### src/sv/alu8_pkg.sv
// ----------------------------------------------------------------------------
// alu8_pkg: shared types and constants for the SM83-style 8-bit ALU
// Action codes, flag layout, beat payload structs and DAA constants.
// ----------------------------------------------------------------------------
package alu8_pkg;

    typedef enum logic [4:0] {
        ACT_ADD   = 5'd0,
        ACT_ADC   = 5'd1,
        ACT_SUB   = 5'd2,
        ACT_SBC   = 5'd3,
        ACT_AND   = 5'd4,
        ACT_OR    = 5'd5,
        ACT_XOR   = 5'd6,
        ACT_CP    = 5'd7,
        ACT_INC   = 5'd8,
        ACT_DEC   = 5'd9,
        ACT_DAA   = 5'd10,
        ACT_CPL   = 5'd11,
        ACT_CCF   = 5'd12,
        ACT_SCF   = 5'd13,
        ACT_RLC   = 5'd14,
        ACT_RL    = 5'd15,
        ACT_RRC   = 5'd16,
        ACT_RR    = 5'd17,
        ACT_SLA   = 5'd18,
        ACT_SRA   = 5'd19,
        ACT_SRL   = 5'd20,
        ACT_SWAP  = 5'd21,
        ACT_BIT   = 5'd22,
        ACT_SET   = 5'd23,
        ACT_RES   = 5'd24,
        ACT_ADD16 = 5'd25
    } alu_act_t;

    localparam int ACT_W    = 5;
    localparam int WORD_W   = 16;
    localparam int BYTE_W   = 8;
    localparam int BIDX_W   = 3;
    localparam int S_DATA_W = 40;  // 16 + 16 + 3 = 35, padded to bytes
    localparam int M_DATA_W = 24;  // 16 + 4 = 20, padded to bytes

    localparam logic [7:0] DAA_LIMIT  = 8'h99;
    localparam logic [7:0] DAA_HI_ADJ = 8'h60;
    localparam logic [7:0] DAA_LO_ADJ = 8'h06;
    localparam logic [3:0] NIB_LIMIT  = 4'h9;
    localparam logic [3:0] NIB_MAX    = 4'hF;

    // packed: zero in bit 3 down to carry in bit 0
    typedef struct packed {
        logic zero;
        logic subtract;
        logic half_carry;
        logic carry;
    } alu_flags_t;

    typedef struct packed {
        logic [ACT_W-1:0]  action;
        logic [WORD_W-1:0] operand_a;
        logic [WORD_W-1:0] operand_b;
        logic [BIDX_W-1:0] bit_index;
    } alu_item_t;

    typedef struct packed {
        logic [WORD_W-1:0] result;
        alu_flags_t        flags;
    } alu_res_t;

endpackage

### src/sv/alu8_in_reg.sv
// ----------------------------------------------------------------------------
// alu8_in_reg: input register stage
// Captures one slave beat; holds it until the execute stage moves it on.
// ----------------------------------------------------------------------------
module alu8_in_reg
    import alu8_pkg::*;
(
    input  logic      aclk,
    input  logic      aresetn,
    input  logic      s_tvalid,
    output logic      s_tready,
    input  alu_item_t s_item,
    input  logic      advance,
    output logic      item_valid,
    output alu_item_t item
);

    logic      valid_reg;
    logic      valid_next;
    alu_item_t item_reg;

    assign s_tready   = !valid_reg || advance;
    assign valid_next = (s_tvalid && s_tready) || (valid_reg && !advance);

    always_ff @(posedge aclk) begin
        if (!aresetn) begin
            valid_reg <= 1'b0;
        end else begin
            valid_reg <= valid_next;
        end
    end

    always_ff @(posedge aclk) begin
        if (s_tvalid && s_tready) begin
            item_reg <= s_item;
        end
    end

    assign item_valid = valid_reg;
    assign item       = item_reg;

endmodule

### src/sv/alu8_exec.sv
// ----------------------------------------------------------------------------
// alu8_exec: single-pass ALU datapath
// Result and next flags from one registered item and the current flags.
// ----------------------------------------------------------------------------
module alu8_exec
    import alu8_pkg::*;
(
    input  alu_item_t  item,
    input  alu_flags_t flags_in,
    output alu_res_t   res
);

    logic [BYTE_W-1:0] a;
    logic [BYTE_W-1:0] b;
    logic [BYTE_W-1:0] bmask;
    logic              cin;
    logic              c_use;
    logic [8:0]        sum9;
    logic [4:0]        hsum5;
    logic [8:0]        dif9;
    logic [4:0]        hdif5;
    logic [16:0]       sum17;
    logic [12:0]       hsum13;
    logic              daa_hi;
    logic              daa_lo;
    logic [BYTE_W-1:0] daa_r;
    logic [BYTE_W-1:0] r8;
    logic [WORD_W-1:0] r16;
    alu_flags_t        nf;
    logic              use_r16;

    assign a     = item.operand_a[BYTE_W-1:0];
    assign b     = item.operand_b[BYTE_W-1:0];
    assign cin   = flags_in.carry;
    assign bmask = BYTE_W'(1) << item.bit_index;
    assign c_use = (item.action == ACT_ADC || item.action == ACT_SBC) ? cin : 1'b0;

    assign sum9   = {1'b0, a} + {1'b0, b} + {8'd0, c_use};
    assign hsum5  = {1'b0, a[3:0]} + {1'b0, b[3:0]} + {4'd0, c_use};
    assign dif9   = {1'b0, a} - {1'b0, b} - {8'd0, c_use};
    assign hdif5  = {1'b0, a[3:0]} - {1'b0, b[3:0]} - {4'd0, c_use};
    assign sum17  = {1'b0, item.operand_a} + {1'b0, item.operand_b};
    assign hsum13 = {1'b0, item.operand_a[11:0]} + {1'b0, item.operand_b[11:0]};

    // decimal adjust: corrections picked from kept flags and pre-adjust A
    always_comb begin
        if (!flags_in.subtract) begin
            daa_hi = cin || (a > DAA_LIMIT);
            daa_lo = flags_in.half_carry || (a[3:0] > NIB_LIMIT);
            daa_r  = a + (daa_hi ? DAA_HI_ADJ : 8'd0) + (daa_lo ? DAA_LO_ADJ : 8'd0);
        end else begin
            daa_hi = cin;
            daa_lo = flags_in.half_carry;
            daa_r  = a - (daa_hi ? DAA_HI_ADJ : 8'd0) - (daa_lo ? DAA_LO_ADJ : 8'd0);
        end
    end

    always_comb begin
        r8      = '0;
        r16     = '0;
        use_r16 = 1'b0;
        nf      = flags_in;
        case (item.action)
            ACT_ADD, ACT_ADC: begin
                r8 = sum9[7:0];
                nf = '{zero: 1'b0, subtract: 1'b0, half_carry: hsum5[4], carry: sum9[8]};
            end
            ACT_SUB, ACT_SBC, ACT_CP: begin
                r8 = dif9[7:0];
                nf = '{zero: 1'b0, subtract: 1'b1, half_carry: hdif5[4], carry: dif9[8]};
                if (item.action == ACT_CP) begin
                    r16     = item.operand_a;
                    use_r16 = 1'b1;
                end
            end
            ACT_AND: begin
                r8 = a & b;
                nf = '{zero: 1'b0, subtract: 1'b0, half_carry: 1'b1, carry: 1'b0};
            end
            ACT_OR: begin
                r8 = a | b;
                nf = '0;
            end
            ACT_XOR: begin
                r8 = a ^ b;
                nf = '0;
            end
            ACT_INC: begin
                r8 = a + 8'd1;
                nf = '{zero: 1'b0, subtract: 1'b0, half_carry: (a[3:0] == NIB_MAX),
                       carry: cin};
            end
            ACT_DEC: begin
                r8 = a - 8'd1;
                nf = '{zero: 1'b0, subtract: 1'b1, half_carry: (a[3:0] == 4'd0),
                       carry: cin};
            end
            ACT_DAA: begin
                r8 = daa_r;
                nf = '{zero: 1'b0, subtract: flags_in.subtract, half_carry: 1'b0,
                       carry: daa_hi};
            end
            ACT_CPL: begin
                r8 = ~a;
                nf = '{zero: flags_in.zero, subtract: 1'b1, half_carry: 1'b1, carry: cin};
            end
            ACT_CCF: begin
                r8 = a;
                nf = '{zero: flags_in.zero, subtract: 1'b0, half_carry: 1'b0, carry: !cin};
            end
            ACT_SCF: begin
                r8 = a;
                nf = '{zero: flags_in.zero, subtract: 1'b0, half_carry: 1'b0, carry: 1'b1};
            end
            ACT_RLC: begin
                r8 = {a[6:0], a[7]};
                nf = '{zero: 1'b0, subtract: 1'b0, half_carry: 1'b0, carry: a[7]};
            end
            ACT_RL: begin
                r8 = {a[6:0], cin};
                nf = '{zero: 1'b0, subtract: 1'b0, half_carry: 1'b0, carry: a[7]};
            end
            ACT_RRC: begin
                r8 = {a[0], a[7:1]};
                nf = '{zero: 1'b0, subtract: 1'b0, half_carry: 1'b0, carry: a[0]};
            end
            ACT_RR: begin
                r8 = {cin, a[7:1]};
                nf = '{zero: 1'b0, subtract: 1'b0, half_carry: 1'b0, carry: a[0]};
            end
            ACT_SLA: begin
                r8 = {a[6:0], 1'b0};
                nf = '{zero: 1'b0, subtract: 1'b0, half_carry: 1'b0, carry: a[7]};
            end
            ACT_SRA: begin
                r8 = {a[7], a[7:1]};
                nf = '{zero: 1'b0, subtract: 1'b0, half_carry: 1'b0, carry: a[0]};
            end
            ACT_SRL: begin
                r8 = {1'b0, a[7:1]};
                nf = '{zero: 1'b0, subtract: 1'b0, half_carry: 1'b0, carry: a[0]};
            end
            ACT_SWAP: begin
                r8 = {a[3:0], a[7:4]};
                nf = '0;
            end
            ACT_BIT: begin
                r16     = item.operand_a;
                use_r16 = 1'b1;
                nf = '{zero: ((a & bmask) == 8'd0), subtract: 1'b0, half_carry: 1'b1,
                       carry: cin};
            end
            ACT_SET: begin
                r8 = a | bmask;
            end
            ACT_RES: begin
                r8 = a & ~bmask;
            end
            ACT_ADD16: begin
                r16     = sum17[15:0];
                use_r16 = 1'b1;
                nf = '{zero: flags_in.zero, subtract: 1'b0, half_carry: hsum13[12],
                       carry: sum17[16]};
            end
            default: begin
                r8 = '0;
                nf = flags_in;
            end
        endcase

        // zero from the byte result, for the actions that define it that way
        case (item.action)
            ACT_ADD, ACT_ADC, ACT_SUB, ACT_SBC, ACT_CP, ACT_AND, ACT_OR, ACT_XOR,
            ACT_INC, ACT_DEC, ACT_DAA, ACT_RLC, ACT_RL, ACT_RRC, ACT_RR,
            ACT_SLA, ACT_SRA, ACT_SRL, ACT_SWAP: begin
                nf.zero = (r8 == 8'd0);
            end
            default: begin
                nf.zero = nf.zero;
            end
        endcase
    end

    assign res.result = use_r16 ? r16 : {8'd0, r8};
    assign res.flags  = nf;

endmodule

### src/sv/alu8_out_reg.sv
// ----------------------------------------------------------------------------
// alu8_out_reg: result register stage
// Holds one finished result beat until the master side takes it.
// ----------------------------------------------------------------------------
module alu8_out_reg
    import alu8_pkg::*;
(
    input  logic     aclk,
    input  logic     aresetn,
    input  logic     load,
    input  alu_res_t res_in,
    output logic     m_tvalid,
    input  logic     m_tready,
    output alu_res_t res_out
);

    logic     valid_reg;
    logic     valid_next;
    alu_res_t res_reg;

    assign valid_next = load || (valid_reg && !m_tready);

    always_ff @(posedge aclk) begin
        if (!aresetn) begin
            valid_reg <= 1'b0;
        end else begin
            valid_reg <= valid_next;
        end
    end

    always_ff @(posedge aclk) begin
        if (load) begin
            res_reg <= res_in;
        end
    end

    assign m_tvalid = valid_reg;
    assign res_out  = res_reg;

endmodule

### src/sv/eight_bit_alu_with_flags_core.sv
// ----------------------------------------------------------------------------
// eight_bit_alu_with_flags_core: SM83-style 8-bit ALU with kept flags
// Input register, single-pass ALU, result register; flags kept in between.
// ----------------------------------------------------------------------------
//  channel | dir | tdata (low bit up)                       | tuser
//  --------+-----+------------------------------------------+-------------
//  s_      | in  | operand_a, operand_b, bit_index, pad     | action[4:0]
//  m_      | out | result, zero, subtract, half, carry, pad | -
//
//  One beat per cycle sustained while the master side takes results; an accepted
//  beat passes the input register, then the result register, to master valid.
//  The flag register updates as an item moves into the result register, so
//  back-to-back beats chain flags without bubbles.
//  Reset (aresetn low, synchronous) clears both stage valids and all flags.
//  A master stall holds the result; the input register takes a beat while it
//  is empty or while its item moves on, so the slave side stalls once it is full.
// ----------------------------------------------------------------------------
module eight_bit_alu_with_flags_core
    import alu8_pkg::*;
(
    input  logic                aclk,
    input  logic                aresetn,
    input  logic                s_tvalid,
    output logic                s_tready,
    input  logic [S_DATA_W-1:0] s_tdata,  // operand_a[15:0], operand_b[31:16],
                                          // bit_index[34:32], zero pad
    input  logic [ACT_W-1:0]    s_tuser,  // action[4:0]
    output logic                m_tvalid,
    input  logic                m_tready,
    output logic [M_DATA_W-1:0] m_tdata   // result[15:0], zero_out[16],
                                          // subtract_out[17], half_carry_out[18],
                                          // carry_out[19], zero pad
);

    alu_item_t  s_item;
    alu_item_t  item;
    logic       item_valid;
    logic       advance;
    alu_res_t   exec_res;
    alu_res_t   out_res;
    alu_flags_t flags_reg;
    alu_flags_t flags_next;

    // unpack slave beat
    assign s_item.action    = s_tuser;
    assign s_item.operand_a = s_tdata[15:0];
    assign s_item.operand_b = s_tdata[31:16];
    assign s_item.bit_index = s_tdata[34:32];

    // item leaves the input register when the result slot is free or draining
    assign advance = item_valid && (!m_tvalid || m_tready);

    alu8_in_reg u_in (
        .aclk       (aclk),
        .aresetn    (aresetn),
        .s_tvalid   (s_tvalid),
        .s_tready   (s_tready),
        .s_item     (s_item),
        .advance    (advance),
        .item_valid (item_valid),
        .item       (item)
    );

    alu8_exec u_exec (
        .item     (item),
        .flags_in (flags_reg),
        .res      (exec_res)
    );

    // kept flags: commit in item order
    assign flags_next = advance ? exec_res.flags : flags_reg;

    always_ff @(posedge aclk) begin
        if (!aresetn) begin
            flags_reg <= '0;
        end else begin
            flags_reg <= flags_next;
        end
    end

    alu8_out_reg u_out (
        .aclk     (aclk),
        .aresetn  (aresetn),
        .load     (advance),
        .res_in   (exec_res),
        .m_tvalid (m_tvalid),
        .m_tready (m_tready),
        .res_out  (out_res)
    );

    assign m_tdata = {4'd0, out_res.flags.carry, out_res.flags.half_carry,
                      out_res.flags.subtract, out_res.flags.zero, out_res.result};

    // ---------------------------------------------------------------- checks
    // the newest result shown always carries the flags now kept
    a_flags_match: assert property (@(posedge aclk) disable iff (!aresetn)
        m_tvalid |-> (out_res.flags == flags_reg))
        else $error("output flags differ from kept flags");

    // a full input stage behind a stalled result must block the slave side
    a_backpressure: assert property (@(posedge aclk) disable iff (!aresetn)
        (item_valid && m_tvalid && !m_tready) |-> !s_tready)
        else $error("slave ready while both stages are full and stalled");

    // an advancing item always shows up as a valid result next cycle
    a_advance_shows: assert property (@(posedge aclk) disable iff (!aresetn)
        advance |=> m_tvalid)
        else $error("advanced item did not reach the result register");

    // kept flags move only when an item advances
    a_flags_hold: assert property (@(posedge aclk) disable iff (!aresetn)
        !advance |=> $stable(flags_reg))
        else $error("flags changed without an item");

endmodule
### config.mk
export PLATFORM = sky130hd
export DESIGN_NAME = eight_bit_alu_with_flags_core
export DESIGN_NICKNAME = d
export VERILOG_FILES = /design/src/sv/alu8_pkg.sv /design/src/sv/alu8_in_reg.sv /design/src/sv/alu8_exec.sv /design/src/sv/alu8_out_reg.sv /design/src/sv/eight_bit_alu_with_flags_core.sv
export SDC_FILE = /design/constraint.sdc
export NUM_CORES = 1
export LEC_CHECK = 0
export BUFFER_PORTS_ARGS = -buffer_cell sky130_fd_sc_hd__buf_2
export CAP_MARGIN = 5
export CELL_PAD_IN_SITES_DETAIL_PLACEMENT = 1
export CELL_PAD_IN_SITES_GLOBAL_PLACEMENT = 1
export CORE_MARGIN = 10
export CORE_UTILIZATION = 45
export CTS_BUF_LIST = sky130_fd_sc_hd__clkbuf_8
export DETAILED_ROUTE_END_ITERATION = 7
export PLACE_DENSITY = 0.91
export REMOVE_ABC_BUFFERS = 1
export SYNTH_ARGS = -nofsm -noshare
export SYNTH_HDL_FRONTEND = slang
export SYNTH_SLANG_ARGS = --single-unit
### constraint.sdc
create_clock -name aclk -period 4.55 [get_ports aclk]
set_input_delay 0.455 -clock aclk [delete_from_list [all_inputs] [get_ports aclk]]
set_output_delay 0.455 -clock aclk [all_outputs]
set_load 0.01 [all_outputs]
== After elaboration in Yosys (flattened, before gate mapping) ==
Index checks and enable logic that the tools add are counted.
Word-level totals
  ROM bits: 0
  flip-flop bits (word level): 66
  memories: 0
  bits in latches: 0
  output and inout bits: 26
  memory bits (writable): 0
  logic and storage cells: 112
Operators by class
  div/mod/pow operators: 0
  reduce and logical (&&, ||, !) cells: 28
  bitwise gates (word level): 8
  shift-type cells: 1
  $lt $le $gt $ge: 2
  add/sub/neg operators: 16
  multipliers: 0
  equal/unequal tests: 26
  muxes and demuxes: 15
Operator list (number)
  $pmux 8 s20: 1
  $pmux 4 s14: 1
  $eq 5x5->1 const B: 10
  $pmux 16 s3: 1
  $eq 5x4->1 const B: 8
  $and 8x8->8: 3
  $eq 5x3->1 const B: 4
  $reduce_or 19->1: 1
  $add 16x16->17: 1
  $add 8x8->8: 2
  $logic_not 8->1: 2
  $mux 16: 1
  $mux 8: 2
  $not 8->8: 2
  $or 8x8->8: 2
  $sub 8x8->8: 2
  $mux 7: 2
  $add 12x12->13: 1
  $eq 5x2->1 const B: 2
  $add 8x8->9: 1
  $add 9x1->9: 1
  $reduce_or 3->1: 3
  $sub 8x8->9: 1
  $sub 9x1->9: 1
  22 further kinds: 41

== Longest topological paths before layout ==
Gate-level depths: netlist of run 1.
  depth in word-level cells: 9
  depth in mapped cells: 19
  depth with buffers taken out: 16

== Cells and area by module ==
Synthesis of run 1 repeated with hierarchy kept, for this count alone.
Second synthesis, totals
  cell total of the unflattened synthesis: 674
  area total of the unflattened synthesis: 6188.4 sq um
By module, submodules not included
  alu8_exec: cells each 582, area each 4076.4 sq um, instances 1, seq. area each 0.0 sq um
  alu8_in_reg: cells each 45, area each 1258.7 sq um, instances 1, seq. area each 1221.2 sq um
  alu8_out_reg: cells each 23, area each 641.9 sq um, instances 1, seq. area each 620.6 sq um
  eight_bit_alu_with_flags_core: cells each 24, area each 211.5 sq um, instances 1, seq. area each 80.1 sq um

== Worst setup path after synthesis of run 1 ==
No wires, ideal clock.
  kind: reg2reg
  start point: register u_in.item_reg (netlist bit u_in.item[39])
  end point: register flags_reg[3] (netlist name)
  setup slack: 0.664 ns
  cell stages (with the launch flop): 20
  library setup time: 0.074 ns
  data arrival time: 3.811 ns
  buffers on the path: 4
  cells stage by stage: edfxtp_1 buf_2 buf_2 buf_2 buf_2 nor2_1 nand3_1 inv_1 fa_1 inv_1 ha_1 o21ai_1 a211oi_1 a21o_1 a21oi_2 xnor2_1 a22o_1 or4_1 or3_1 a31oi_1
Between the ends
  word-level cells in the longest chain between the ends: 7
RTL lines
  start: declaration: line alu8_in_reg.sv:20  | alu_item_t item_reg;
  start signal: assignment: line alu8_in_reg.sv:35  | item_reg <= s_item;
  $eq 5x1->1 / $eq 5x2->1 (equally long branches): line alu8_exec.sv:36, alu8_exec.sv:63, alu8_exec.sv:172
  $logic_or 1x1->1: line alu8_exec.sv:36  | assign c_use = (item.action == ACT_ADC || item.action == ACT_SBC) ? cin : 1'b0;
  $mux 1: line alu8_exec.sv:36
  $sub 9x1->9 / $add 9x1->9 (equally long branches): line alu8_exec.sv:40, alu8_exec.sv:38
  $pmux 8 s20: line alu8_exec.sv:63  | case (item.action)
  $logic_not 8->1: line alu8_exec.sv:176  | nf.zero = (r8 == 8'd0);
  $mux 1 *: line alu8_exec.sv:172  | case (item.action)
  end signal: assignment: line eight_bit_alu_with_flags_core.sv:77  | flags_reg <= flags_next;
  end: declaration: line eight_bit_alu_with_flags_core.sv:41  | alu_flags_t flags_reg;
Every way passes the cells marked *; elsewhere a longest branch is shown, timed or not.
A chain may end at the register's enable or synchronous reset.

== Final worst setup path of run 1 ==
Same ends and word-level chain as after synthesis.

==> metrics.md, run 1 <==
| Metric | Value |
|---|---|
| Io pins | 75 |
| Peak supply drop | roughly 0.21 mV |
| Most frequent cells in the layout | 65 x buf_2, 60 x edfxtp_1, 53 x ha_1 |
| Fin crit share | 92.5% |
| Die X | ~140 um |
| CP delay by family, top | simple AND/OR/NAND/NOR gates |
| CP startpoint | u_in.item[39] |
| Achievable Freq | about 240 MHz |
| Dpl cells | approximately 900 |
| Cells after Synth | just under 700 |
| Outcome | finished clean |
| Port Buffers | between 60 and 70 |
| CORE AREA | roughly 13000 um2 |
| Post_cts resized | 0 |
| Combinational Power Share | roughly a third |
| Max Cap Viol | 0 |
| Post-synth ARST share | 0% |
| Residual DRC | 0 |
| Sink Count | 66 |
| Antenna violations before repair | 0 |
| Wirelength per Cell | between 20 and 30 um |
| Ratio of cells with drive above 1 in the final layout | around 17% |
| Seq/Total Area, Yosys | between 30 and 40% |
| Number of diodes | 0 |
| Worst-path clk slew | 0.08 ns |
| Sw Pwr | ~0.00065 W |
| Power per cell area | about 260 nW/um2 |
| Final wirelength | approximately 25 mm |
| First-pass GRT wire length | between 30 and 40 mm |
| Die H | about 140 um |
| Max transition margin | 8.62% |
| Fin crit period | approximately 4.2 ns |
| Critical path class | reg2reg |
| Sw Ratio | 35.6% |
| Seq pwr share | between 40% and 50% |
| Worst-Margin Slew | 1.36 ns |
| CP max FO | 11 |
| Final hold violations | 0 |
| Main synth FF type | edfxtp_1 |
| RePlAce Congestion | 1.01 |
| Min-delay src | s_tdata[17] |
| Clk network pwr share | roughly a quarter |
| Largest net degree at the start of global routing | between 40 and 50 |
| Crit path launch type | flip-flop |
| First-pass iteration count of the detailed router | 5 |
| Crit. End Element | flip-flop |
| Vias in the first global route | about 6500 |
| Nets | ~870 |
| Final Non-Filler Cells | 941 |
| Max FFs per register | 40 |
| Internal Power | 0.00118 W |
| Clock skew | roughly 0.0097 ns |
| Clock root cell | clkbuf_8 |
| Die area | approximately 19000 um2 |
| RSZ-0062 raised after global routing | false |
| Crit path required time | about 4.8 ns |
| Fin. max-slew vios | 0 |
| GRT overflow | 0 |
| Buf/Inv on CP | 1 |
| CTS tree | built |
| Area Overhead vs Synth | 12.1% |
| Commonest non-fill, non-tap cell in the layout | buf_2 |
| Cell Chain, Critical Path | or3b_2, nor2_1, buf_4, ha_1, a21o_4, a311o_1, or3b_1, nand2_1, xnor2_1, a22o_1, or4_1, or3_1, a31oi_1 |
| Post-synth EDFFs | 60 |
| DRT antenna net count | 0 |
| Drt initial violations | 496 |
| Gr usage total | roughly a quarter |
| CTS hold repair buffers | 0 |
| Clock Path Buffers | 2 |
| Initial Util | a little under half |
| Post-CTS Setup Inserts | 0 |
| Via Count | ~6200 |
| TNS Setup | 0 ns |
| Routed vias/inst | around 6.6 |
| Syn avg cell area | around 8.9 um2 |
| Leak | between 2 and 3 nW |
| CP arrival | 4.48 ns |
| Slowest stage delay, CP | about 0.6 ns |
| Final setup viols | 0 |
| Clk_lat worst skew | about 0.36 ns |
| Cell variety after synth | 87 |
| Rows | 42 |
| Post-detail-place hpwl | around 20 mm |
| H-Tree Depth | 3 |
| Post-synthesis register bit count | 66 |
| CTS Buf Count | 9 |
| Synth Cell Area | between 6000 and 7000 um2 |
| YS warnings | 0 |
| Hold slack | ~0.27 ns |
| Worst min path class | in2reg |
| Reg-to-reg startpoint | u_in.item[39] |
| CP max-delay cell | or3b_2 |
==> path summary, 6_finish.rpt <==
path | endpoint | slack [ns] | cells after the start
worst max-delay path | flags_reg[3] | 0.34 | 13
worst min-delay path | u_in.item[4] | 0.27 | 1
worst max register to register | flags_reg[3] | 0.34 | 13
worst min register to register | flags_reg[3] | 0.57 | 2
==> worst register-to-register path, cell delays in order (launching register included) <==
cell,delay [ns]
edfxtp_1,0.57
or3b_2,0.60
nor2_1,0.18
buf_4,0.20
ha_1,0.25
a21o_4,0.22
a311o_1,0.37
or3b_1,0.17
nand2_1,0.06
xnor2_1,0.13
a22o_1,0.17
or4_1,0.48
or3_1,0.51
a31oi_1,0.22
==> cells in the mapped netlist (6+ instances only) <==
master,instances,area [um2]
o211ai_1,7,52.6
nand4_1,12,75.1
nand3_1,15,75.1
nand2_1,51,191
ha_1,53,663
a22o_1,8,70.1
o21ai_0,47,235
clkbuf_1,18,67.6
buf_2,14,70.1
nor2b_1,11,68.8
inv_1,32,120
fa_1,7,140
a21oi_1,43,215
nor3_1,20,100
or3_1,7,43.8
nand2b_1,14,87.6
edfxtp_1,60,1800
a31oi_1,6,37.5
xor2_1,13,114
xnor2_1,23,201
mux2i_1,12,120
buf_4,6,45.0
a22oi_1,10,75.1
a21o_1,9,67.6
or4_1,8,60.1
nor2_1,45,169
o21a_1,6,45.0
a211oi_1,7,52.6
dfxtp_1,6,120
==> power groups by stage <==
stage / clock network, W / logic (W) / registers, W
2_1_floorplan: 0 / 0.000353 / 0.000770
3_3_place_gp: 0 / 0.000565 / 0.000750
3_5_place_dp: 0 / 0.000589 / 0.000753
4_1_cts: 0.000491 / 0.000596 / 0.000740
5_1_grt: 0.000511 / 0.000657 / 0.000745
6_report: 0.000488 / 0.000607 / 0.000741
==> routing by layer <==
| metal | share of wire, % | GRT usage, % | up-vias |
|---|---|---|---|
| met3 | 7.8 | 5.68 | 73 |
| met2 | 47 | 43.0 | 306 |
| met1 | 41 | 33.2 | 3060 |
| li1 | - | - | 2742 |
| met5 | 0 | 0 | - |
| met4 | 4.3 | 11.6 | 0 |
==> kinds of logic (layout without fill, tap and decap cells) <==
group,Yosys count,count (layout),share of synthesized area [%]
AO/OA/AOI/OAI,211,211,23.3
XOR/XNOR,36,36,5.08
adder cells (fa/ha/maj),60,60,12.9
buffers and inverters,81,148,5.68
flip-flops,66,66,30.9
multiplexers,16,16,2.66
other,1,4,0.0604
AND/OR/NAND/NOR,224,224,19.3
==> metrics by stage <==
| step | power, W | setup WS, ns | util [%] | cell area, um2 |
|---|---|---|---|---|
| 2_1_floorplan | 0.00112 | 0.538 | - | 6010 |
| 3_3_place_gp | 0.00132 | 0.532 | 50.6 | 6780 |
| 3_5_place_dp | 0.00134 | 0.467 | 50.6 | 6780 |
| 4_1_cts | 0.00183 | 0.413 | 52.0 | 6960 |
| 5_1_grt | 0.00191 | 0.119 | 52.0 | 6960 |
| 6_report | 0.00184 | 0.343 | 52.0 | 6960 |
==> area by class of cell <==
cell class,count,area (um2)
multi-input cells,551,3950
flip-flops and latches,66,1920
inverters,39,146
repair buffers,93,536
well taps,176,220
clock buffers,9,124
fillers,1592,6440
clock inverters,7,62.6
No activity file was read; power rests on OpenSTA's default activity.
==> run 2, diff against run 1 <==
--- a/config.mk
+++ b/config.mk
@@ -14,6 +14,7 @@
 export CTS_BUF_LIST = sky130_fd_sc_hd__clkbuf_8
 export DETAILED_ROUTE_END_ITERATION = 7
 export PLACE_DENSITY = 0.91
+export RECOVER_POWER = 50
 export REMOVE_ABC_BUFFERS = 1
 export SYNTH_ARGS = -nofsm -noshare
 export SYNTH_HDL_FRONTEND = slang
==> metrics.md, run 2 (same netlist as run 1, synthesis figures left out) <==
| Metric | Value |
|---|---|
| Outcome | finished clean (unchanged) |
| Ratio of cells with drive above 1 in the final layout | 14.2% (was 17.4%) |
| Reg2reg end | flags_reg[3] (unchanged) |
| Internal Power | 0.00118 W (about the same) |
| Residual DRC | 0 (unchanged) |
| Post_cts resized | 0 (unchanged) |
| R2r setup slk | 0.34 ns (about the same) |
| Commonest non-fill, non-tap cell in the layout | edfxtp_1 (was buf_2) |
| Combinational Power Share | 32.9% (was 33.1%) |
| CP max FO | 11 (unchanged) |
| Pre-CTS WS | 0.467 ns (unchanged) |
| Dpl cells | 925 (unchanged) |
| Die X | 137 um (unchanged) |
| Slowest stage delay, CP | 0.59 ns (was 0.60 ns) |
| Post-detail-place hpwl | 19.4 mm (unchanged) |
| CP delay by family, top | simple AND/OR/NAND/NOR gates (unchanged) |
| CTS Buf Count | 9 (unchanged) |
| Leak | 2.76 nW (was 2.82 nW) |
| Via Count | 6153 (was 6181) |
| Hold slack | 0.268 ns (was 0.273 ns) |
| Seq pwr share | 40.4% (about the same) |
| Largest net degree at the start of global routing | 41 (unchanged) |
| Worst-path clk slew | 0.07 ns (was 0.08 ns) |
| Crit path launch type | flip-flop (unchanged) |
| Rows | 42 (unchanged) |
| CORE AREA | 13400 um2 (unchanged) |
| CP max-delay cell | or3b_2 (unchanged) |
| Die area | 18900 um2 (unchanged) |
| Fin crit share | 92.5% (about the same) |
| Met2 Track Usage GR | 43.0% (unchanged) |
| Power per cell area | 265 nW/um2 (was 264 nW/um2) |
| GRT overflow | 0 (unchanged) |
| Port Buffers | 65 (unchanged) |
| Min-delay src | s_tdata[8] (was s_tdata[17]) |
| RSZ-0062 raised after global routing | false (unchanged) |
| Gr usage total | 26.5% (unchanged) |
| Drt initial violations | 472 (was 496) |
| Final wirelength | 25.1 mm (about the same) |
| Clock Path Buffers | 2 (unchanged) |
| Peak supply drop | 0.211 mV (was 0.209 mV) |
| Worst Hold Path EP | u_in.item[27] (was u_in.item[4]) |
| Clock skew | 0.00762 ns (was 0.00967 ns) |
| Antenna violations before repair | 0 (unchanged) |
| Routed vias/inst | 6.54 (was 6.57) |
| Met3 GRT Util | 5.68% (unchanged) |
| Final setup viols | 0 (unchanged) |
| Nets | 869 (unchanged) |
| Sw Ratio | 35.8% (was 35.6%) |
| DRT antenna net count | 0 (unchanged) |
| Most frequent cells in the layout | 60 x edfxtp_1, 53 x ha_1, 51 x nand2_1 (was 65 x buf_2, 60 x edfxtp_1, 53 x ha_1) |
| Wirelength per Cell | 26.7 um (about the same) |
| Sink Count | 66 (unchanged) |
| Clk network pwr share | 26.7% (was 26.6%) |
| Final hold violations | 0 (unchanged) |
| Vias in the first global route | 6501 (unchanged) |
| Io pins | 75 (unchanged) |
| Max Cap Viol | 0 (unchanged) |
| CP startpoint | u_in.item[39] (unchanged) |
| Crit path required time | 4.83 ns (was 4.82 ns) |
| Clk_lat worst skew | 0.36 ns (about the same) |
| Final setup margin | 0.342 ns (was 0.343 ns) |
| Post-CTS Setup Inserts | 0 (unchanged) |
| Fin crit period | 4.21 ns (about the same) |
| Worst-Margin Slew | 1.38 ns (was 1.36 ns) |
| CTS tree | built (unchanged) |
| First-pass GRT wire length | 37.9 mm (unchanged) |
| Cell Chain, Critical Path | or3b_2, nor2_1, buf_4, ha_1, a21o_4, a311o_1, or3b_1, nand2_1, xnor2_1, a22o_1, or4_1, or3_1, a31oi_1 (unchanged) |
| First-pass iteration count of the detailed router | 6 (was 5) |
| Max FFs per register | 40 (unchanged) |
| Number of diodes | 0 (unchanged) |
| Crit. End Element | flip-flop (unchanged) |
| Buf/Inv on CP | 1 (unchanged) |
| Final Non-Filler Cells | 941 (unchanged) |
| Sw Pwr | 0.000658 W (was 0.000655 W) |
| Max transition margin | 7.03% (was 8.62%) |
| Critical path class | reg2reg (unchanged) |
| RePlAce Congestion | 1.01 (unchanged) |
| H-Tree Depth | 3 (unchanged) |
| CP arrival | 4.48 ns (about the same) |
| Die H | 137 um (unchanged) |
| Worst min path class | in2reg (unchanged) |
| TNS Setup | 0 ns (unchanged) |
| CTS hold repair buffers | 0 (unchanged) |
| Area Overhead vs Synth | 11.6% (was 12.1%) |
| Fin. max-slew vios | 0 (unchanged) |
| Hold Path Cell Cnt | 1 (unchanged) |
| Achievable Freq | 238 MHz (about the same) |
| R2r worst-path depth | 13 (unchanged) |
| Gr busiest metal | met2 (unchanged) |
| Clock root cell | clkbuf_8 (unchanged) |
| Initial Util | 46.3% (unchanged) |
| Reg-to-reg startpoint | u_in.item[39] (unchanged) |
| Grt met1 use | 33.2% (unchanged) |
## run 2: worst register-to-register path: stages, from the launching register on
cell and delay, ns:
edfxtp_1 0.57, or3b_2 0.60, nor2_1 0.19, buf_4 0.20, ha_1 0.25, a21o_4 0.22, a311o_1 0.37, or3b_1 0.17
nand2_1 0.06, xnor2_1 0.12, a22o_1 0.17, or4_1 0.48, or3_1 0.51, a31oi_1 0.22
## run 2: per-stage QoR
step,total power (W),cell area (um2),utilization [%]
2_1_floorplan,0.00112,6010,-
6_report,0.00184,6930,51.7
3_5_place_dp,0.00134,6780,50.6
3_3_place_gp,0.00132,6780,50.6
4_1_cts,0.00183,6960,52.0
5_1_grt,0.00191,6930,51.7
## run 2: worst max path at each step
stage,slack [ns],cells past startpoint,end
detailed placement,0.47,13,flags_reg[3]
floorplan,0.54,12,flags_reg[3]
global placement,0.53,13,flags_reg[3]
finish,0.34,13,flags_reg[3]
global route,0.12,13,flags_reg[3]
CTS,0.41,13,flags_reg[3]
## run 2: final cells by class
cell class                      instances  area (um2)
Fill cell                            1605        6470
Multi-Input combinational cell        551        3950
Sequential cell                        66        1920
Timing Repair Buffer                   93         505
Tap cell                              176         220
Inverter                               39         146
Clock buffer                            9         124
Clock inverter                          7        62.6
## run 2: power groups by stage
stage / combinational (W) / clock [W] / sequential (W)
after detailed placement: 0.000589 / 0 / 0.000753
after global routing: 0.000653 / 0.000511 / 0.000745
final: 0.000604 / 0.000491 / 0.000742
after CTS: 0.000596 / 0.000491 / 0.000740
after global placement: 0.000565 / 0 / 0.000750
after floorplan: 0.000353 / 0 / 0.000770
## run 2: layer usage
layer | up-vias | share of wire (%)
li1 | 2745 | -
met1 | 3041 | 41
met2 | 307 | 47
met3 | 60 | 8.4
met4 | 0 | 3.9
met5 | - | 0
